[config.mk]
export PLATFORM = sky130hd
export DESIGN_NAME = thick_line_rasterizer_unit
export DESIGN_NICKNAME = d
export VERILOG_FILES = /design/src/rtl/core/tlr_pkg.sv /design/src/rtl/core/tlr_ctrl.sv /design/src/rtl/core/tlr_datapath.sv /design/src/rtl/core/thick_line_rasterizer_unit.sv
export SDC_FILE = /design/constraint.sdc
export NUM_CORES = 1
export LEC_CHECK = 0
export BUFFER_PORTS_ARGS = -buffer_cell sky130_fd_sc_hd__buf_2
export CAP_MARGIN = 15
export CELL_PAD_IN_SITES_DETAIL_PLACEMENT = 2
export CELL_PAD_IN_SITES_GLOBAL_PLACEMENT = 2
export CORE_UTILIZATION = 42
export CTS_BUF_LIST = sky130_fd_sc_hd__clkbuf_2 sky130_fd_sc_hd__clkbuf_4 sky130_fd_sc_hd__clkbuf_8
export DETAILED_ROUTE_END_ITERATION = 12
export PLACE_DENSITY = 0.95
export SETUP_SLACK_MARGIN = 0.05
export SYNTH_ARGS = -nofsm -noshare
export SYNTH_HDL_FRONTEND = slang
export SYNTH_SLANG_ARGS = --single-unit
[constraint.sdc]
create_clock -name clk -period 11.85 [get_ports clk]
set_input_delay 1.185 -clock clk [delete_from_list [all_inputs] [get_ports clk]]
set_output_delay 1.185 -clock clk [all_outputs]
set_load 0.02 [all_outputs]
[src/rtl/core/tlr_pkg.sv]
`default_nettype none

package tlr_pkg;

    // Coordinate width and largest brush radius.
    localparam int COORD_BITS = 10;
    localparam int MAX_RADIUS = 3;

    localparam int THICK_W  = 4;
    localparam int COLOUR_W = 8;
    localparam int PIX_W    = 12;

    // Signed error term and its doubled form.
    localparam int ERR_W = COORD_BITS + 2;
    localparam int E2_W  = ERR_W + 1;

    localparam int RAD_W = (MAX_RADIUS < 2) ? 1 : $clog2(MAX_RADIUS + 1);
    localparam int IDX_W = $clog2(2 * MAX_RADIUS + 2);

    // Width used to form a pixel coordinate before it is cut to PIX_W bits.
    localparam int PIX_SUM_W = (COORD_BITS + 2 > PIX_W) ? COORD_BITS + 2 : PIX_W;

    localparam int IN_FIELDS_W = 4 * COORD_BITS + THICK_W + COLOUR_W;
    localparam int IN_TDATA_W  = ((IN_FIELDS_W + 7) / 8) * 8;
    localparam int OUT_TDATA_W = ((2 * PIX_W + COLOUR_W + 7) / 8) * 8;

    typedef enum logic
    {
        OP_START = 1'b0,
        OP_STEP  = 1'b1
    } op_t;

    typedef enum logic [1:0]
    {
        ST_IDLE  = 2'd0,
        ST_SETUP = 2'd1,
        ST_EMIT  = 2'd2
    } ctl_state_t;

    typedef struct packed
    {
        logic load_line;
        logic setup_err;
        logic do_step;
        logic emit_pixel;
    } tlr_cmd_t;

    typedef struct packed
    {
        logic line_active;
        logic last_pixel;
        logic out_free;
    } tlr_status_t;

endpackage

`default_nettype wire

[src/rtl/core/tlr_ctrl.sv]
`default_nettype none

module tlr_ctrl
(
    input  wire logic                 clk,
    input  wire logic                 rst_n,
    input  wire logic                 in_valid,
    input  wire tlr_pkg::op_t         in_op,
    output logic                      in_ready,
    input  wire tlr_pkg::tlr_status_t status,
    output tlr_pkg::tlr_cmd_t         cmd
);
    import tlr_pkg::*;

    ctl_state_t state_reg;
    ctl_state_t state_next;
    logic       accept;

    assign accept = in_valid && in_ready;

    always_ff @(posedge clk or negedge rst_n)
    begin
        if (!rst_n)
        begin
            state_reg <= ST_IDLE;
        end
        else
        begin
            state_reg <= state_next;
        end
    end

    always_comb
    begin
        state_next = state_reg;
        case (state_reg)
            ST_IDLE:
            begin
                if (accept)
                begin
                    if (in_op == OP_START)
                    begin
                        state_next = ST_SETUP;
                    end
                    else if (status.line_active)
                    begin
                        state_next = ST_EMIT;
                    end
                end
            end
            ST_SETUP:
            begin
                state_next = ST_EMIT;
            end
            ST_EMIT:
            begin
                if (status.out_free && status.last_pixel)
                begin
                    state_next = ST_IDLE;
                end
            end
            default:
            begin
                state_next = ST_IDLE;
            end
        endcase
    end

    // The input is always ready in the idle state, so a valid beat there is accepted.
    always_comb
    begin
        in_ready       = 1'b0;
        cmd.load_line  = 1'b0;
        cmd.setup_err  = 1'b0;
        cmd.do_step    = 1'b0;
        cmd.emit_pixel = 1'b0;
        case (state_reg)
            ST_IDLE:
            begin
                in_ready      = 1'b1;
                cmd.load_line = in_valid && (in_op == OP_START);
                cmd.do_step   = in_valid && (in_op == OP_STEP) && status.line_active;
            end
            ST_SETUP:
            begin
                cmd.setup_err = 1'b1;
            end
            ST_EMIT:
            begin
                cmd.emit_pixel = status.out_free;
            end
            default:
            begin
                in_ready = 1'b0;
            end
        endcase
    end

endmodule

`default_nettype wire

[src/rtl/core/tlr_datapath.sv]
`default_nettype none

module tlr_datapath
(
    input  wire logic                             clk,
    input  wire logic                             rst_n,
    input  wire tlr_pkg::tlr_cmd_t                cmd,
    output tlr_pkg::tlr_status_t                  status,
    input  wire logic [tlr_pkg::COORD_BITS-1:0]   start_x,
    input  wire logic [tlr_pkg::COORD_BITS-1:0]   start_y,
    input  wire logic [tlr_pkg::COORD_BITS-1:0]   end_x,
    input  wire logic [tlr_pkg::COORD_BITS-1:0]   end_y,
    input  wire logic [tlr_pkg::THICK_W-1:0]      line_thickness,
    input  wire logic [tlr_pkg::COLOUR_W-1:0]     line_colour,
    input  wire logic                             out_ready,
    output logic                                  out_valid,
    output logic signed [tlr_pkg::PIX_W-1:0]      pix_x,
    output logic signed [tlr_pkg::PIX_W-1:0]      pix_y,
    output logic [tlr_pkg::COLOUR_W-1:0]          pix_colour,
    output logic                                  square_last,
    output logic                                  at_line_end
);
    import tlr_pkg::*;

    logic [COORD_BITS-1:0]   cur_x_reg,    cur_x_next;
    logic [COORD_BITS-1:0]   cur_y_reg,    cur_y_next;
    logic [COORD_BITS-1:0]   target_x_reg;
    logic [COORD_BITS-1:0]   target_y_reg;
    logic [COORD_BITS-1:0]   delta_x_reg;
    logic [COORD_BITS-1:0]   delta_y_reg;
    logic                    dir_x_neg_reg;
    logic                    dir_y_neg_reg;
    logic signed [ERR_W-1:0] err_reg,      err_next;
    logic [RAD_W-1:0]        radius_reg;
    logic [COLOUR_W-1:0]     colour_reg;
    logic                    active_reg;
    logic [IDX_W-1:0]        ix_reg;
    logic [IDX_W-1:0]        iy_reg;
    logic                    out_valid_reg;
    logic signed [PIX_W-1:0] pix_x_reg;
    logic signed [PIX_W-1:0] pix_y_reg;
    logic [COLOUR_W-1:0]     pix_colour_reg;
    logic                    square_last_reg;
    logic                    at_end_reg;

    logic                    x_lt;
    logic                    y_lt;
    logic [THICK_W-2:0]      half_thick;
    logic [RAD_W-1:0]        radius_in;
    logic signed [E2_W-1:0]  e2;
    logic signed [E2_W-1:0]  neg_dy;
    logic signed [E2_W-1:0]  pos_dx;
    logic                    x_go;
    logic                    y_go;
    logic [IDX_W-1:0]        span;
    logic                    last_col;
    logic                    last_row;
    logic                    at_end;
    logic                    out_free;
    logic signed [PIX_SUM_W-1:0] px_sum;
    logic signed [PIX_SUM_W-1:0] py_sum;

    assign x_lt       = start_x < end_x;
    assign y_lt       = start_y < end_y;
    assign half_thick = line_thickness[THICK_W-1:1];
    assign radius_in  = (half_thick > MAX_RADIUS) ? RAD_W'(MAX_RADIUS)
                                                  : RAD_W'(half_thick);

    // Standard signed Bresenham decision on the doubled error.
    assign e2     = {err_reg, 1'b0};
    assign neg_dy = -$signed(E2_W'(delta_y_reg));
    assign pos_dx = $signed(E2_W'(delta_x_reg));
    assign x_go   = e2 >= neg_dy;
    assign y_go   = e2 <= pos_dx;

    always_comb
    begin
        err_next   = err_reg;
        cur_x_next = cur_x_reg;
        cur_y_next = cur_y_reg;
        if (x_go)
        begin
            err_next   = err_next - $signed(ERR_W'(delta_y_reg));
            cur_x_next = dir_x_neg_reg ? cur_x_reg - 1'b1 : cur_x_reg + 1'b1;
        end
        if (y_go)
        begin
            err_next   = err_next + $signed(ERR_W'(delta_x_reg));
            cur_y_next = dir_y_neg_reg ? cur_y_reg - 1'b1 : cur_y_reg + 1'b1;
        end
    end

    assign span     = IDX_W'({radius_reg, 1'b0});
    assign last_col = ix_reg == span;
    assign last_row = iy_reg == span;
    assign at_end   = (cur_x_reg == target_x_reg) && (cur_y_reg == target_y_reg);
    assign out_free = !out_valid_reg || out_ready;

    assign px_sum = $signed(PIX_SUM_W'(cur_x_reg)) + $signed(PIX_SUM_W'(ix_reg))
                    - $signed(PIX_SUM_W'(radius_reg));
    assign py_sum = $signed(PIX_SUM_W'(cur_y_reg)) + $signed(PIX_SUM_W'(iy_reg))
                    - $signed(PIX_SUM_W'(radius_reg));

    always_ff @(posedge clk or negedge rst_n)
    begin
        if (!rst_n)
        begin
            cur_x_reg     <= '0;
            cur_y_reg     <= '0;
            target_x_reg  <= '0;
            target_y_reg  <= '0;
            delta_x_reg   <= '0;
            delta_y_reg   <= '0;
            dir_x_neg_reg <= 1'b0;
            dir_y_neg_reg <= 1'b0;
            err_reg       <= '0;
            radius_reg    <= '0;
            colour_reg    <= '0;
            active_reg    <= 1'b0;
        end
        else
        begin
            if (cmd.load_line)
            begin
                cur_x_reg     <= start_x;
                cur_y_reg     <= start_y;
                target_x_reg  <= end_x;
                target_y_reg  <= end_y;
                dir_x_neg_reg <= !x_lt;
                dir_y_neg_reg <= !y_lt;
                delta_x_reg   <= x_lt ? end_x - start_x : start_x - end_x;
                delta_y_reg   <= y_lt ? end_y - start_y : start_y - end_y;
                radius_reg    <= radius_in;
                colour_reg    <= line_colour;
                active_reg    <= 1'b1;
            end
            if (cmd.setup_err)
            begin
                err_reg <= $signed(ERR_W'(delta_x_reg)) - $signed(ERR_W'(delta_y_reg));
            end
            if (cmd.do_step)
            begin
                err_reg   <= err_next;
                cur_x_reg <= cur_x_next;
                cur_y_reg <= cur_y_next;
            end
            // The line is finished once the square on the endpoint is out.
            if (cmd.emit_pixel && last_col && last_row && at_end)
            begin
                active_reg <= 1'b0;
            end
        end
    end

    // Brush scan counters and the output beat register.
    always_ff @(posedge clk or negedge rst_n)
    begin
        if (!rst_n)
        begin
            ix_reg        <= '0;
            iy_reg        <= '0;
            out_valid_reg <= 1'b0;
        end
        else
        begin
            if (cmd.emit_pixel)
            begin
                out_valid_reg <= 1'b1;
                if (last_col)
                begin
                    ix_reg <= '0;
                    iy_reg <= last_row ? '0 : iy_reg + 1'b1;
                end
                else
                begin
                    ix_reg <= ix_reg + 1'b1;
                end
            end
            else if (out_ready)
            begin
                out_valid_reg <= 1'b0;
            end
        end
    end

    always_ff @(posedge clk)
    begin
        if (cmd.emit_pixel)
        begin
            pix_x_reg       <= px_sum[PIX_W-1:0];
            pix_y_reg       <= py_sum[PIX_W-1:0];
            pix_colour_reg  <= colour_reg;
            square_last_reg <= last_col && last_row;
            at_end_reg      <= at_end;
        end
    end

    assign status.line_active = active_reg;
    assign status.last_pixel  = last_col && last_row;
    assign status.out_free    = out_free;

    assign out_valid   = out_valid_reg;
    assign pix_x       = pix_x_reg;
    assign pix_y       = pix_y_reg;
    assign pix_colour  = pix_colour_reg;
    assign square_last = square_last_reg;
    assign at_line_end = at_end_reg;

endmodule

`default_nettype wire

[src/rtl/core/thick_line_rasterizer_unit.sv]
`default_nettype none

// Channel   Direction  tdata                                   tuser        tlast
// s_axis    in         start/end points, thickness, colour     op           -
// m_axis    out        pix_x, pix_y, pix_colour                at_line_end  square_last
//
// A start beat is accepted, then the error term is formed, then one brush pixel
// per cycle goes to the single output register unless m_axis_tready stalls; a
// step beat is accepted with its step, then its pixels follow alike. An item has
// (2r+1)^2 pixels, at most a 7 by 7 brush, from the brush scan counter.
// Reset (rst_n, asynchronous, active low) leaves no line loaded.
// A stall on m_axis_tready holds the scan; s_axis_tready rises again once the
// last pixel of a square sits in the output register.
module thick_line_rasterizer_unit
(
    input  wire logic                             clk,
    input  wire logic                             rst_n,
    input  wire logic                             s_axis_tvalid,
    output logic                                  s_axis_tready,
    // start_x, start_y, end_x, end_y, line_thickness, line_colour, zero pad
    input  wire logic [tlr_pkg::IN_TDATA_W-1:0]   s_axis_tdata,
    // op
    input  wire logic                             s_axis_tuser,
    output logic                                  m_axis_tvalid,
    input  wire logic                             m_axis_tready,
    // pix_x, pix_y, pix_colour
    output logic [tlr_pkg::OUT_TDATA_W-1:0]       m_axis_tdata,
    // at_line_end
    output logic                                  m_axis_tuser,
    // square_last
    output logic                                  m_axis_tlast
);
    import tlr_pkg::*;

    localparam int SX_LO  = 0;
    localparam int SY_LO  = COORD_BITS;
    localparam int EX_LO  = 2 * COORD_BITS;
    localparam int EY_LO  = 3 * COORD_BITS;
    localparam int TH_LO  = 4 * COORD_BITS;
    localparam int COL_LO = TH_LO + THICK_W;

    tlr_cmd_t                cmd;
    tlr_status_t             status;
    op_t                     in_op;
    logic signed [PIX_W-1:0] pix_x;
    logic signed [PIX_W-1:0] pix_y;
    logic [COLOUR_W-1:0]     pix_colour;

    assign in_op = op_t'(s_axis_tuser);

    tlr_ctrl u_ctrl
    (
        .clk      (clk),
        .rst_n    (rst_n),
        .in_valid (s_axis_tvalid),
        .in_op    (in_op),
        .in_ready (s_axis_tready),
        .status   (status),
        .cmd      (cmd)
    );

    tlr_datapath u_datapath
    (
        .clk            (clk),
        .rst_n          (rst_n),
        .cmd            (cmd),
        .status         (status),
        .start_x        (s_axis_tdata[SX_LO +: COORD_BITS]),
        .start_y        (s_axis_tdata[SY_LO +: COORD_BITS]),
        .end_x          (s_axis_tdata[EX_LO +: COORD_BITS]),
        .end_y          (s_axis_tdata[EY_LO +: COORD_BITS]),
        .line_thickness (s_axis_tdata[TH_LO +: THICK_W]),
        .line_colour    (s_axis_tdata[COL_LO +: COLOUR_W]),
        .out_ready      (m_axis_tready),
        .out_valid      (m_axis_tvalid),
        .pix_x          (pix_x),
        .pix_y          (pix_y),
        .pix_colour     (pix_colour),
        .square_last    (m_axis_tlast),
        .at_line_end    (m_axis_tuser)
    );

    assign m_axis_tdata = OUT_TDATA_W'({pix_colour, pix_y, pix_x});

endmodule

`default_nettype wire
# After elaboration in Yosys (flattened, before gate mapping)
# Cells that the tools add are included.
# W data, S select, Z words.
# totals
reg_bits,128
input_bits,61
output_inout_bits,36
# op_classes
addsub,18
magnitude_cmp,5
n_eq_ne,11
n_mux,31
bitwise_logic,1
n_reduce_logical,23
# ops
operator,count
$mux W10,10
$mux W12,4
$sub A10 B10 Y10,4
$sub A12 B3 Y12,2
$add A10 B3 Y11,2
$add A10 B1 Y10 const B,2
$eq A10 B10 Y1,2
$lt A10 B10 Y1,2
$sub A10 B1 Y10 const B,2
$ge A13 B13 Y1,1
$le A13 B11 Y1,1
$neg A10 Y13,1
$add A12 B11 Y12,1
$sub A12 B11 Y12,1
$sub A10 B10 Y11,1
$logic_and A1 B1 Y1,10
$mux W2,5
$mux W1,9
$ne A2 B1 Y1 const B,4
$reduce_bool A2 Y1,4
$add A3 B1 Y3 const B,2
$eq A3 B3 Y1,2
$mux W3,2
$pmux W2 S3,1
10 further kinds,14

# Depth between registers and ports, before layout
# Gate-level depths: netlist (run 1).
# depth
depth_word,7
depth_mapped,23
mapped_depth_nobuf,22

# Modules after synthesis
# From an unflattened synthesis (run 1), not the netlist that was laid out.
# hier_totals
cells_unflattened,1167
area_unflattened_um2,10734.0
# by_module_without_submodules
module,instances,cells_each,area_per_inst_um2,seq_area_each_um2
tlr_datapath,1,1156,10618.9,3323.2
tlr_ctrl,1,11,115.1,50.0

# Least setup slack after synthesis (run 1)
# No wires, ideal clock.
# synth_timing
path_type,register to register
from,register u_datapath.delta_y_reg[2]
to,register u_datapath.err_reg[11]
setup_ns,0.130
arrival_time_ns,4.733
t_required_ns,11.720
path_slack_ns,6.987
path_stages_with_launch,23
path_buffers,1
synth_period_minus_slack_ns,4.863
cell_sequence,dfrtp_1 > inv_1 > nand4_1 > nor2_1 > nand2_1 > nor3_1 > xnor2_1 > ha_1 > and4_1 > a22oi_1 > a31oi_1 > a41oi_2 > buf_2 > mux2_2 > ha_1 > o21ai_0 > or3_4 > nor2_4 > nor4_1 > or4_4 > o221a_4 > nor4b_1 > nor3b_1
# synth_via
elab_chain_len,6
# synth_rtl
element,line,text
from (decl),tlr_datapath.sv:30,logic [COORD_BITS-1:0] delta_y_reg;
from (signal assigned),tlr_datapath.sv:132,delta_y_reg <= y_lt ? end_y - start_y : start_y - end_y;
$neg A10 Y13,tlr_datapath.sv:71,assign neg_dy = -$signed(E2_W'(delta_y_reg));
$ge A13 B13 Y1,tlr_datapath.sv:73,assign x_go = e2 >= neg_dy;
$mux W12,tlr_datapath.sv:81,if (x_go)
$add A12 B11 Y12,tlr_datapath.sv:88,err_next = err_next + $signed(ERR_W'(delta_x_reg));
$mux W12,tlr_datapath.sv:86,if (y_go)
$mux W12 (*),tlr_datapath.sv:141,if (cmd.do_step)
to (signal assigned),tlr_datapath.sv:139,err_reg <= $signed(ERR_W'(delta_x_reg)) - $signed(ERR_W'(delta_y_reg));
to (signal assigned),tlr_datapath.sv:143,err_reg <= err_next;
to (decl),tlr_datapath.sv:33,"logic signed [ERR_W-1:0] err_reg, err_next;"
# Every way passes the cells marked *; elsewhere a longest branch is shown, timed or not. The select of a mux whose other input is x is not followed.
# A chain may end at the register's enable or synchronous reset.

# Worst setup path after layout (run 1)
# layout_timing
from,register u_datapath.delta_y_reg[2]
to,register u_datapath.err_reg[10]
# The elaborated chain is that of the path after synthesis.

==> results of run 1 <==
-- how the worst max path moves through the flow --
| stage | startpoint | end | slack, ns | cells past startpoint |
|---|---|---|---|---|
| 4_1_cts | u_datapath.delta_y_reg[2] | u_datapath.err_reg[10] | 6.04 | 21 |
| 5_1_grt | u_datapath.delta_y_reg[2] | u_datapath.err_reg[10] | 5.71 | 21 |
| 3_3_place_gp | u_datapath.delta_y_reg[1] | u_datapath.err_reg[11] | 6.70 | 20 |
| 3_5_place_dp | u_datapath.delta_y_reg[1] | u_datapath.err_reg[11] | 6.41 | 20 |
| 6_report | u_datapath.delta_y_reg[2] | u_datapath.err_reg[10] | 5.90 | 21 |
| 2_1_floorplan | u_datapath.delta_y_reg[2] | u_datapath.err_reg[11] | 6.99 | 22 |
-- critical path, stage by stage, from the launching register on --
cell	delay (ns)
dfrtp_1	0.47
inv_1	0.26
nand4_1	0.19
nor2_1	0.25
nand2_1	0.17
nor4_1	0.37
ha_1	0.33
and4_1	0.24
a22oi_1	0.18
a31oi_1	0.14
a41oi_2	0.17
buf_4	0.32
mux2_2	0.47
fa_1	0.50
a211oi_1	0.30
nor2_1	0.16
o31a_1	0.30
o31ai_1	0.35
a211oi_1	0.16
xor2_1	0.17
and3_1	0.20
nor3_1	0.17
-- area by class of cell --
type,instances,area share
Inverter,98,0.03114
Sequential cell,128,0.2855
Multi-Input combinational cell,946,0.5670
Tap cell,324,0.03431
Timing Repair Buffer,102,0.04607
Clock inverter,14,0.01483
Clock buffer,18,0.02044
Antenna cell,3,0.0006355
-- per-stage QoR --
step                instance area (um2)  worst slack (ns)  instances  hold slack (ns)    util
detailed placement                11380             6.408       1597           0.4388  0.4624
CTS                               11800             6.044       1629           0.4680  0.4794
finish                            11810             5.903       1633           0.4756  0.4801
global route                      11810             5.714       1631           0.4817  0.4799
global placement                  11380             6.704       1597           0.4299  0.4624
floorplan                         10640             6.987       1218           0.4248       -
-- cells in the final DEF (no fill, tap or decap), types with 14 or more instances in the layout --
cell	netlist	routed
nand3_1	20	20
xor2_1	42	42
a31oi_1	20	20
mux2i_1	24	24
buf_2	6	90
ha_1	119	119
a211oi_1	14	14
nor2b_1	18	18
o21ai_0	112	111
a21o_1	25	25
edfxtp_1	34	34
inv_1	97	97
dfrtp_1	94	94
nor2_1	85	85
nand2_1	133	133
nor3_1	31	31
clkbuf_8	0	17
a21oi_1	66	66
xnor2_1	58	58
-- cell usage after synthesis (all sizes together) (4+ instances only) --
cell	n
mux2	9
o21bai	6
a22oi	4
ha	119
o31a	5
nor3	32
o21ai	116
xor2	42
o22ai	6
nand2b	13
nor2b	18
and2	5
inv	97
o211ai	9
buf	8
nor4	13
nor2	86
o2111ai	4
or3	4
xnor2	58
a21o	25
a31oi	21
fa	13
and3	4
nand3b	6
mux2i	24
o31ai	6
o21a	13
edfxtp	34
clkbuf	38
a211oi	15
nand4	10
nand3	20
dfrtp	94
nand2	133
a21oi	67
-- metal layers --
layer,vias to the layer above,global-route usage,routed length [um]
li1,4453,-,-
met1,5391,0.4225,18480
met4,2,0.2800,3731
met5,-,0,13
met3,263,0.08834,2829
met2,541,0.6967,25300
-- kinds of logic (layout without fill, tap and decap cells) --
kind of cell / Yosys count / in the layout
simple gates: 360 / 360
compound gates: 321 / 321
buf+inv: 144 / 232
fa+ha+maj: 132 / 132
flops: 128 / 128
xor+xnor: 100 / 100
mux: 33 / 33
other cells: 0 / 3
==> metrics.txt, run 1 <==
Core Area 0.02460 mm2; Mean Syn Cell Area 8.732 um2; RD Place Congestion 0.8753; die area 0.02596 mm2; crit path capture type register; synthesis-to-finish area growth 11.08%; Final ANT Viol Nets 0; post-synthesis compound-gate area fraction 0.1916; vias in the first global route 12290; critical path class register to register; Max Fclk 168.1 MHz; Critical Path RT 12.29 ns; DP HPWL 33.08 mm; HP Start u_datapath.colour_reg[2]; RR Startpoint u_datapath.delta_y_reg[2]; Post-synth EDFFs 34; period utilization 0.5019; ys async rst share 0.7344; worst-margin pin slew 1.112 ns; worst skew pair latency 0.51 ns; DR iter-0 viols 749; Post-Synth Adder-Cell Area 0.1645; Max FO, Critical Path 18; CTS HTree Levels 4; DRC Markers 0; Hold Path Class register to register; synth warn 0; maximum clock path buffer count 2; Fillers 2651; CTS root buffer clkbuf_8; initial antenna violation count 4; Final Hold Fails 0; gr ovfl total 0; CTS Sinks 128; Initial DRT Pass Iterations 5; CP Launch Type register; register bit total from synthesis 128; Final setup viols 0; DR vias 10650; Rel. slew slack 0.2539; Total GRT Usage 0.3971; Setup Fix Bufs, Post-CTS 0; FF-to-FF End u_datapath.err_reg[10]; share of cells above drive strength 1 0.1248; Die Width 161.1 um; clock skew 0.02500 ns; Critical Path AT 6.38 ns; Max Cap Viol 0; Ports 97; register area 0.003373 mm2; hold path endpoint u_datapath.pix_colour[2]; post-synthesis mux area share 0.03212; Hold Path Depth 0; CTS Hold Bufs 0; cell taking the most area after synthesis dfrtp_1; Cell Area, Synth 0.01064 mm2; CTS tree yes; worst reg2reg setup slack 5.90 ns; Final TNS setup 0 ns; CTS Buf Count 17; Syn Inst Count 1218; largest net degree at the start of global routing 87; area occupied by multi-input gates 0.006699 mm2; largest family of logic cells by synthesized area compound AO/OA/AOI/OAI gates; top-area cell type share of the netlist area 0.2212; DRT Wirelength 50.35 mm; Die Y 161.1 um; PostCTS Resize Cnt 0; RSZ-0062 raised after global routing false; sequential area share after synthesis 0.3172; Slew Limit Fails 0; Nets 1486; fraction of the mapped netlist area in simple logic gates 0.1593; initial core utilization 0.4322; status finished clean; Rows 57; post-DR wirelength/cell 30.83 um; PortBufs 91; worst reg-to-reg path cell count 21; Post-Syn Nets 1411; Synth area leaders dfrtp_1 22%, ha_1 14%, edfxtp_1 9.6%; Vias/cell 6.522; Yosys cell types 73; global-route wire length before repair 76.75 mm; minimum clock period 5.947 ns; Synth Area in XOR/XNOR 0.08235; Reg clk slew, reported paths 0.11 ns; dominant synthesized flop cell dfrtp_1
Power of run 1 is not shown: default switching activity piles up to over one toggle a cycle in this logic, so the estimate is an artifact.
==> run 2, diff against run 1 <==
CORE_UTILIZATION = 35   (was 42)
PLACE_DENSITY = 0.88   (was 0.95)
clock period = 5 ns   (was 11.85 ns; I/O delays follow)
==> run 2 against run 1 <==
  * The flow now finishes with violations (setup timing)
  * Largest cell class unchanged
  * Utilization down 6.5 points
  * Clock skew down 0.0062 ns
  * Via count down 2.0%
  * Worst setup slack worse by 5.9 ns
  * Critical endpoint unchanged
  * Sequential share of layout area down 1.3 points
==> metrics.txt, run 2 (synthesis gave the netlist of run 1 again) <==
status finished, violations left; violated checks setup timing; Initial DRT Pass Iterations 4 (-1); diode count 0 (-3); Critical Path AT 5.40 ns (-0.98 ns); DP HPWL 30.72 mm (-7.1%); Final TNS setup -0.01367 ns (-0.01367 ns); Rows 63 (+11%); Max Cap Viol 0 (unchanged); slowest CP cell fa_2; Die Y 176.3 um (+9.4%); DR vias 10440 (-2.0%); vias in the first global route 11400 (-7.2%); fin worst setup slack -0.01367 ns (-5.917 ns); GRT busiest layer met2; Core Area 0.02980 mm2 (+21%); Final setup viols 1 (+1); CP Cell Sequence inv_2 -> nand4_1 -> nor2_2 -> nand2_2 -> nor3_2 -> xnor2_1 -> ha_1 -> and4_4 -> a22oi_2 -> a31oi_1 -> a41oi_2 -> buf_4 -> clkbuf_16 -> mux2i_2 -> ha_2 -> fa_2 -> a211oi_2 -> nor2_2 -> o31a_1 -> o31ai_4 -> a211oi_2 -> xor2_1 -> and3_1 -> nor3_2; Vias/cell 6.046 (-7.3%); M1 GR Usage 0.3256 (-0.09690); CP peak stage delay 0.42 ns (-0.08 ns); crit path capture type register; CTS HTree Levels 4 (unchanged); CTS tree yes; Max FO, Critical Path 4 (-14); synthesis-to-finish area growth 16.31%; Total GRT Usage 0.2755 (-0.1217); worst-margin pin slew 0.9779 ns (-0.1343 ns); met3 Track Usage GR 0.04307 (-0.04527); DR iter-0 viols 575 (-23%); global-route wire length before repair 65.53 mm (-15%); minimum clock period 5.014 ns (-0.9335 ns); CTS Buf Count 17 (unchanged); DRT Wirelength 47.04 mm (-6.6%); worst skew pair latency 0.52 ns (about the same); GR Layer Usage met2 0.5031 (-0.1936); Nets 1517 (+2.1%); Final ANT Viol Nets 0 (unchanged); Hold Path Class primary input to async pin; Die Width 176.3 um (+9.4%); gr ovfl total 0 (unchanged); Critical Path RT 5.39 ns (-6.90 ns); Slew Limit Fails 0 (unchanged); critical path class register to register; maximum clock path buffer count 2 (unchanged); Reg clk slew, reported paths 0.09 ns (-0.02 ns); PortBufs 91 (unchanged); RR Startpoint u_datapath.delta_y_reg[2]; most common cell after layout, fill and taps aside nand2_1; share of cells above drive strength 1 0.1705 (+0.04572); Final Hold Fails 0 (unchanged); DRC Markers 0 (unchanged); period utilization 1.003 (+0.5009); Max Fclk 199.5 MHz (+19%); die area 0.03109 mm2 (+20%); CTS root buffer clkbuf_8; clock skew 0.01882 ns (-0.006185 ns); Rel. slew slack 0.3480 (+0.09406); CP Launch Type register; CTS Hold Bufs 0 (unchanged); CP startpoint u_datapath.delta_y_reg[2]; largest net degree at the start of global routing 52 (-40%); Ports 97 (unchanged); initial antenna violation count 0 (-4); RD Place Congestion 0.8636 (-1.3%); post-DR wirelength/cell 27.24 um (-12%); CTS Sinks 128 (unchanged); initial core utilization 0.3569 (-0.07531); most frequent cells in the layout 132 x nand2_1, 111 x ha_1, 109 x o21ai_0
==> run 2: cell types whose count changed in the layout (fill, tap and decap cells not counted), moves of 3 or more <==
cell | previous run | this run
clkinvlp_4 | 0 | 3
diode_2 | 3 | 0
inv_6 | 6 | 3
mux2_4 | 0 | 4
ha_4 | 0 | 7
inv_1 | 97 | 93
ha_1 | 119 | 111
buf_4 | 11 | 40
mux2_2 | 9 | 5
a211oi_1 | 14 | 11
a211oi_2 | 1 | 4
inv_2 | 0 | 4
==> run 2: per-stage QoR <==
stage	cells	worst slack [ns]	hold WS, ns	utilization	cell area [um2]
floorplan	1218	0.1375	0.2044	-	10640
global placement	1674	0.1481	0.4294	0.3878	11560
detailed placement	1674	-0.2366	0.4352	0.3878	11560
CTS	1709	0.03937	0.02143	0.4036	12030
global route	1727	-0.1663	0.04518	0.4151	12370
finish	1727	-0.01367	0.006582	0.4151	12370
==> run 2: worst max-delay path: cells and delay by family, from the launching register on <==
kind / cells / cell delay, ns
xor gates and xnor gates: 2 / 0.42
adders and majority gates: 3 / 0.93
buffers and inverters: 3 / 0.40
muxes: 1 / 0.08
DFF: 1 / 0.40
AOI/OAI and AO/OA: 7 / 1.53
and+or+nand+nor: 8 / 1.14
==> run 2: layout make-up <==
cell class / count / area [um2]
clock buffers: 18 / 241.5
well taps: 390 / 488.0
repair buffers: 133 / 810.8
flip-flops and latches: 128 / 3374
multi-input cells: 946 / 6923
clock inverters: 14 / 163.9
inverters: 98 / 367.9
fillers: 3273 / 17430
==> run 2: what timing repair did <==
| action | 4_1_cts | 5_1_grt |
|---|---|---|
| cloned | 0 | 1 |
| setup endpoints to repair | 4 | 6 |
| resized for setup | 11 | 37 |
| pin swaps | 1 | 21 |
| setup buffers | 3 | 17 |
==> run 2: path summary, 6_finish.rpt <==
check / end / slack (ns) / cells past startpoint
min in group clk: u_datapath.colour_reg[4] / 0.20 / 3
min reg2reg: u_datapath.pix_colour[7] / 0.46 / 0
max: u_datapath.err_reg[10] / -0.01 / 24
max reg2reg: u_datapath.err_reg[10] / -0.01 / 24
min: u_datapath.colour_reg[5] / 0.007 / 1
max in group asynchronous: u_datapath.delta_y_reg[1] / 3.74 / 2
==> run 2: layer usage <==
| layer | part of all wire | vias to the layer above |
|---|---|---|
| li1 | - | 4511 |
| met1 | 0.38 | 5313 |
| met2 | 0.51 | 435 |
| met3 | 0.049 | 183 |
| met4 | 0.053 | 0 |
| met5 | 0 | - |
Power of run 2 is left out for the same reason.
==> run 3, diff against run 2 <==
CORE_MARGIN = 8   (was unset)
HOLD_SLACK_MARGIN = 0.05   (was unset)
==> run 3 against run 2 <==
  * The run still ends with setup timing left
  * Count of clock-buffer cells in the layout is 4 higher
  * Register-to-register slack barely moved
  * Cell count unchanged
  * First-iteration DRC count increased by 3.5%
  * Flip-flop and latch count is the same
  * Worst setup slack worse by 0.013 ns
  * Non-clock buffer count fell by 7
  * Global-route usage down 4.6 points
  * Final area shrank 0.50%
  * Maximum frequency fell by 0.26%
==> metrics.txt, run 3 (synthesis gave the netlist of run 1 again) <==
CTS HTree Levels 4 (unchanged); Buf+Inv Stages, Crit Path 4 (+1); post-DR wirelength/cell 26.23 um (-3.7%); Hold Path Class primary input to register; largest net degree at the start of global routing 87 (+67%); worst reg2reg setup slack -0.03 ns (about the same); worst skew pair latency 0.50 ns (-0.02 ns); FF-to-FF End u_datapath.err_reg[11]; CTS Sinks 128 (unchanged); slowest CP cell or4_4; Final ANT Viol Nets 0 (unchanged); RSZ-0062 raised after global routing true; Nets 1510 (-0.46%); synthesis-to-finish area growth 15.73%; DR iter-0 viols 595 (+3.5%); Max Fclk 198.9 MHz (-0.26%); period utilization 1.005 (+0.002569); status finished, violations left; Final Hold Fails 0 (unchanged); Max FO, Critical Path 6 (+2); fin worst setup slack -0.02652 ns (-0.01285 ns); Setup crit end u_datapath.err_reg[11]; initial core utilization 0.3514 (-0.005577); CTS tree yes; violated checks setup timing; pre-CTS worst setup slack -0.09050 ns (+0.1461 ns); die area 0.03622 mm2 (+17%); clock skew 0.03208 ns (+0.01326 ns); area occupied by multi-input gates 0.006903 mm2 (-0.29%); Die Y 190.3 um (+7.9%); initial antenna violation count 1 (+1); CTS Buf Count 17 (unchanged); Total GRT Usage 0.2299 (-0.04561); gr ovfl total 0 (unchanged); Rel. slew slack 0.3209 (-0.02711); Vias/cell 5.904 (-2.4%); CP Cell Sequence inv_1 -> nand4_1 -> nor2_2 -> nand2_2 -> nor4_1 -> ha_1 -> and4_4 -> a22oi_2 -> a31oi_1 -> a41oi_2 -> buf_6 -> buf_12 -> clkbuf_16 -> mux2_4 -> ha_4 -> nor3_1 -> or3_4 -> nor2_4 -> nor4_1 -> or4_4 -> o221a_4 -> nor4b_2 -> nor3b_1; CP peak stage delay 0.50 ns (+0.08 ns); vias in the first global route 11510 (+1.0%); DRT Wirelength 45.31 mm (-3.7%); PortBufs 91 (unchanged); Critical Path AT 5.39 ns (about the same); crit path capture type register; Final setup viols 1 (unchanged); minimum clock period 5.027 ns (+0.01285 ns); Slew Limit Fails 0 (unchanged); Max Cap Viol 0 (unchanged); fin util 0.4066 (-0.008512); maximum clock path buffer count 2 (unchanged); register area 0.003376 mm2 (about the same); Fillers 3334 (+1.9%); RD Place Congestion 0.8476 (-1.9%); worst reg-to-reg path cell count 23 (-4.2%); CP Launch Type register; Levels on crit path 23 (-4.2%); Hold Path Depth 3; share of cells above drive strength 1 0.1639 (-0.006621); Ports 97 (unchanged); RR Startpoint u_datapath.delta_y_reg[2]; Crit path max-delay family simple AND/OR/NAND/NOR gates; global-route wire length before repair 65.67 mm (+0.21%); critical path class register to register; Core Area 0.03027 mm2 (+1.6%); Initial DRT Pass Iterations 5 (+1); DRC Markers 0 (unchanged); worst-margin pin slew 1.012 ns (+0.03453 ns); Critical Path RT 5.36 ns (-0.03 ns); CP most frequent cell nor4_1; Reg clk slew, reported paths 0.09 ns (about the same); CP startpoint u_datapath.delta_y_reg[2]; DP HPWL 30.59 mm (-0.45%); Rows 64 (+1.6%); CTS root buffer clkbuf_8; most frequent cells in the layout 131 x nand2_1, 112 x ha_1, 110 x o21ai_0; most common cell after layout, fill and taps aside nand2_1; DR vias 10200 (-2.4%); Die Width 190.3 um (+7.9%)
## run 3: routing by layer
layer  part of all wire  up-vias  global-route usage
met4              0.039        2             0.07786
met1               0.40     5303              0.2689
met2               0.52      281              0.4199
met3              0.038      121             0.03621
met5            0.00033        -                   0
li1                   -     4489                   -
## run 3: cell type report
type	count	area share
tap	396	0.04026
inverter	98	0.02989
sequential	128	0.2743
clock inverter	10	0.008946
multi-input combinational	946	0.5608
clock buffer	22	0.02308
antenna	1	0.0002033
timing repair buffer	126	0.06252
## run 3: worst min-delay path by stage
| stage | to | start |
|---|---|---|
| 6_report | u_datapath.colour_reg[5] | s_axis_tdata[49] |
| 5_1_grt | u_datapath.colour_reg[7] | s_axis_tdata[51] |
| 4_1_cts | u_datapath.colour_reg[5] | s_axis_tdata[49] |
| 3_5_place_dp | u_datapath.pix_colour[1] | u_datapath.colour_reg[1] |
| 3_3_place_gp | u_datapath.pix_colour[6] | u_datapath.colour_reg[6] |
| 2_1_floorplan | u_ctrl.state_reg[0] | rst_n |
## run 3: stage by stage
stage          hold slack [ns]  std cells  TNS [ns]  cell area (um2)
6_report                0.2137       1727  -0.02652            12310
5_1_grt                 0.2101       1726    -1.001            12310
4_1_cts                 0.1919       1714         0            12020
3_5_place_dp            0.4385       1676   -0.1778            11530
3_3_place_gp            0.4307       1676         0            11530
2_1_floorplan           0.2044       1218         0            10640
## run 3: worst register-to-register path, stage by stage (launching register included)
cell and delay [ns]:
dfrtp_2 0.41, inv_1 0.08, nand4_1 0.17, nor2_2 0.21
nand2_2 0.12, nor4_1 0.24, ha_1 0.33, and4_4 0.19
a22oi_2 0.12, a31oi_1 0.11, a41oi_2 0.20, buf_6 0.15
buf_12 0.10, clkbuf_16 0.14, mux2_4 0.34, ha_4 0.30
nor3_1 0.05, or3_4 0.42, nor2_4 0.11, nor4_1 0.05
or4_4 0.50, o221a_4 0.24, nor4b_2 0.23, nor3b_1 0.08
## run 3: what timing repair did
item,4_1_cts,5_1_grt
resized for setup,11,34
endpoints found under the hold margin,39,0
gates cloned,0,1
pin swaps,0,15
endpoints found under the setup margin,4,6
setup buffers,5,11
hold buffers,1,0
Power of run 3 is left out for the same reason.
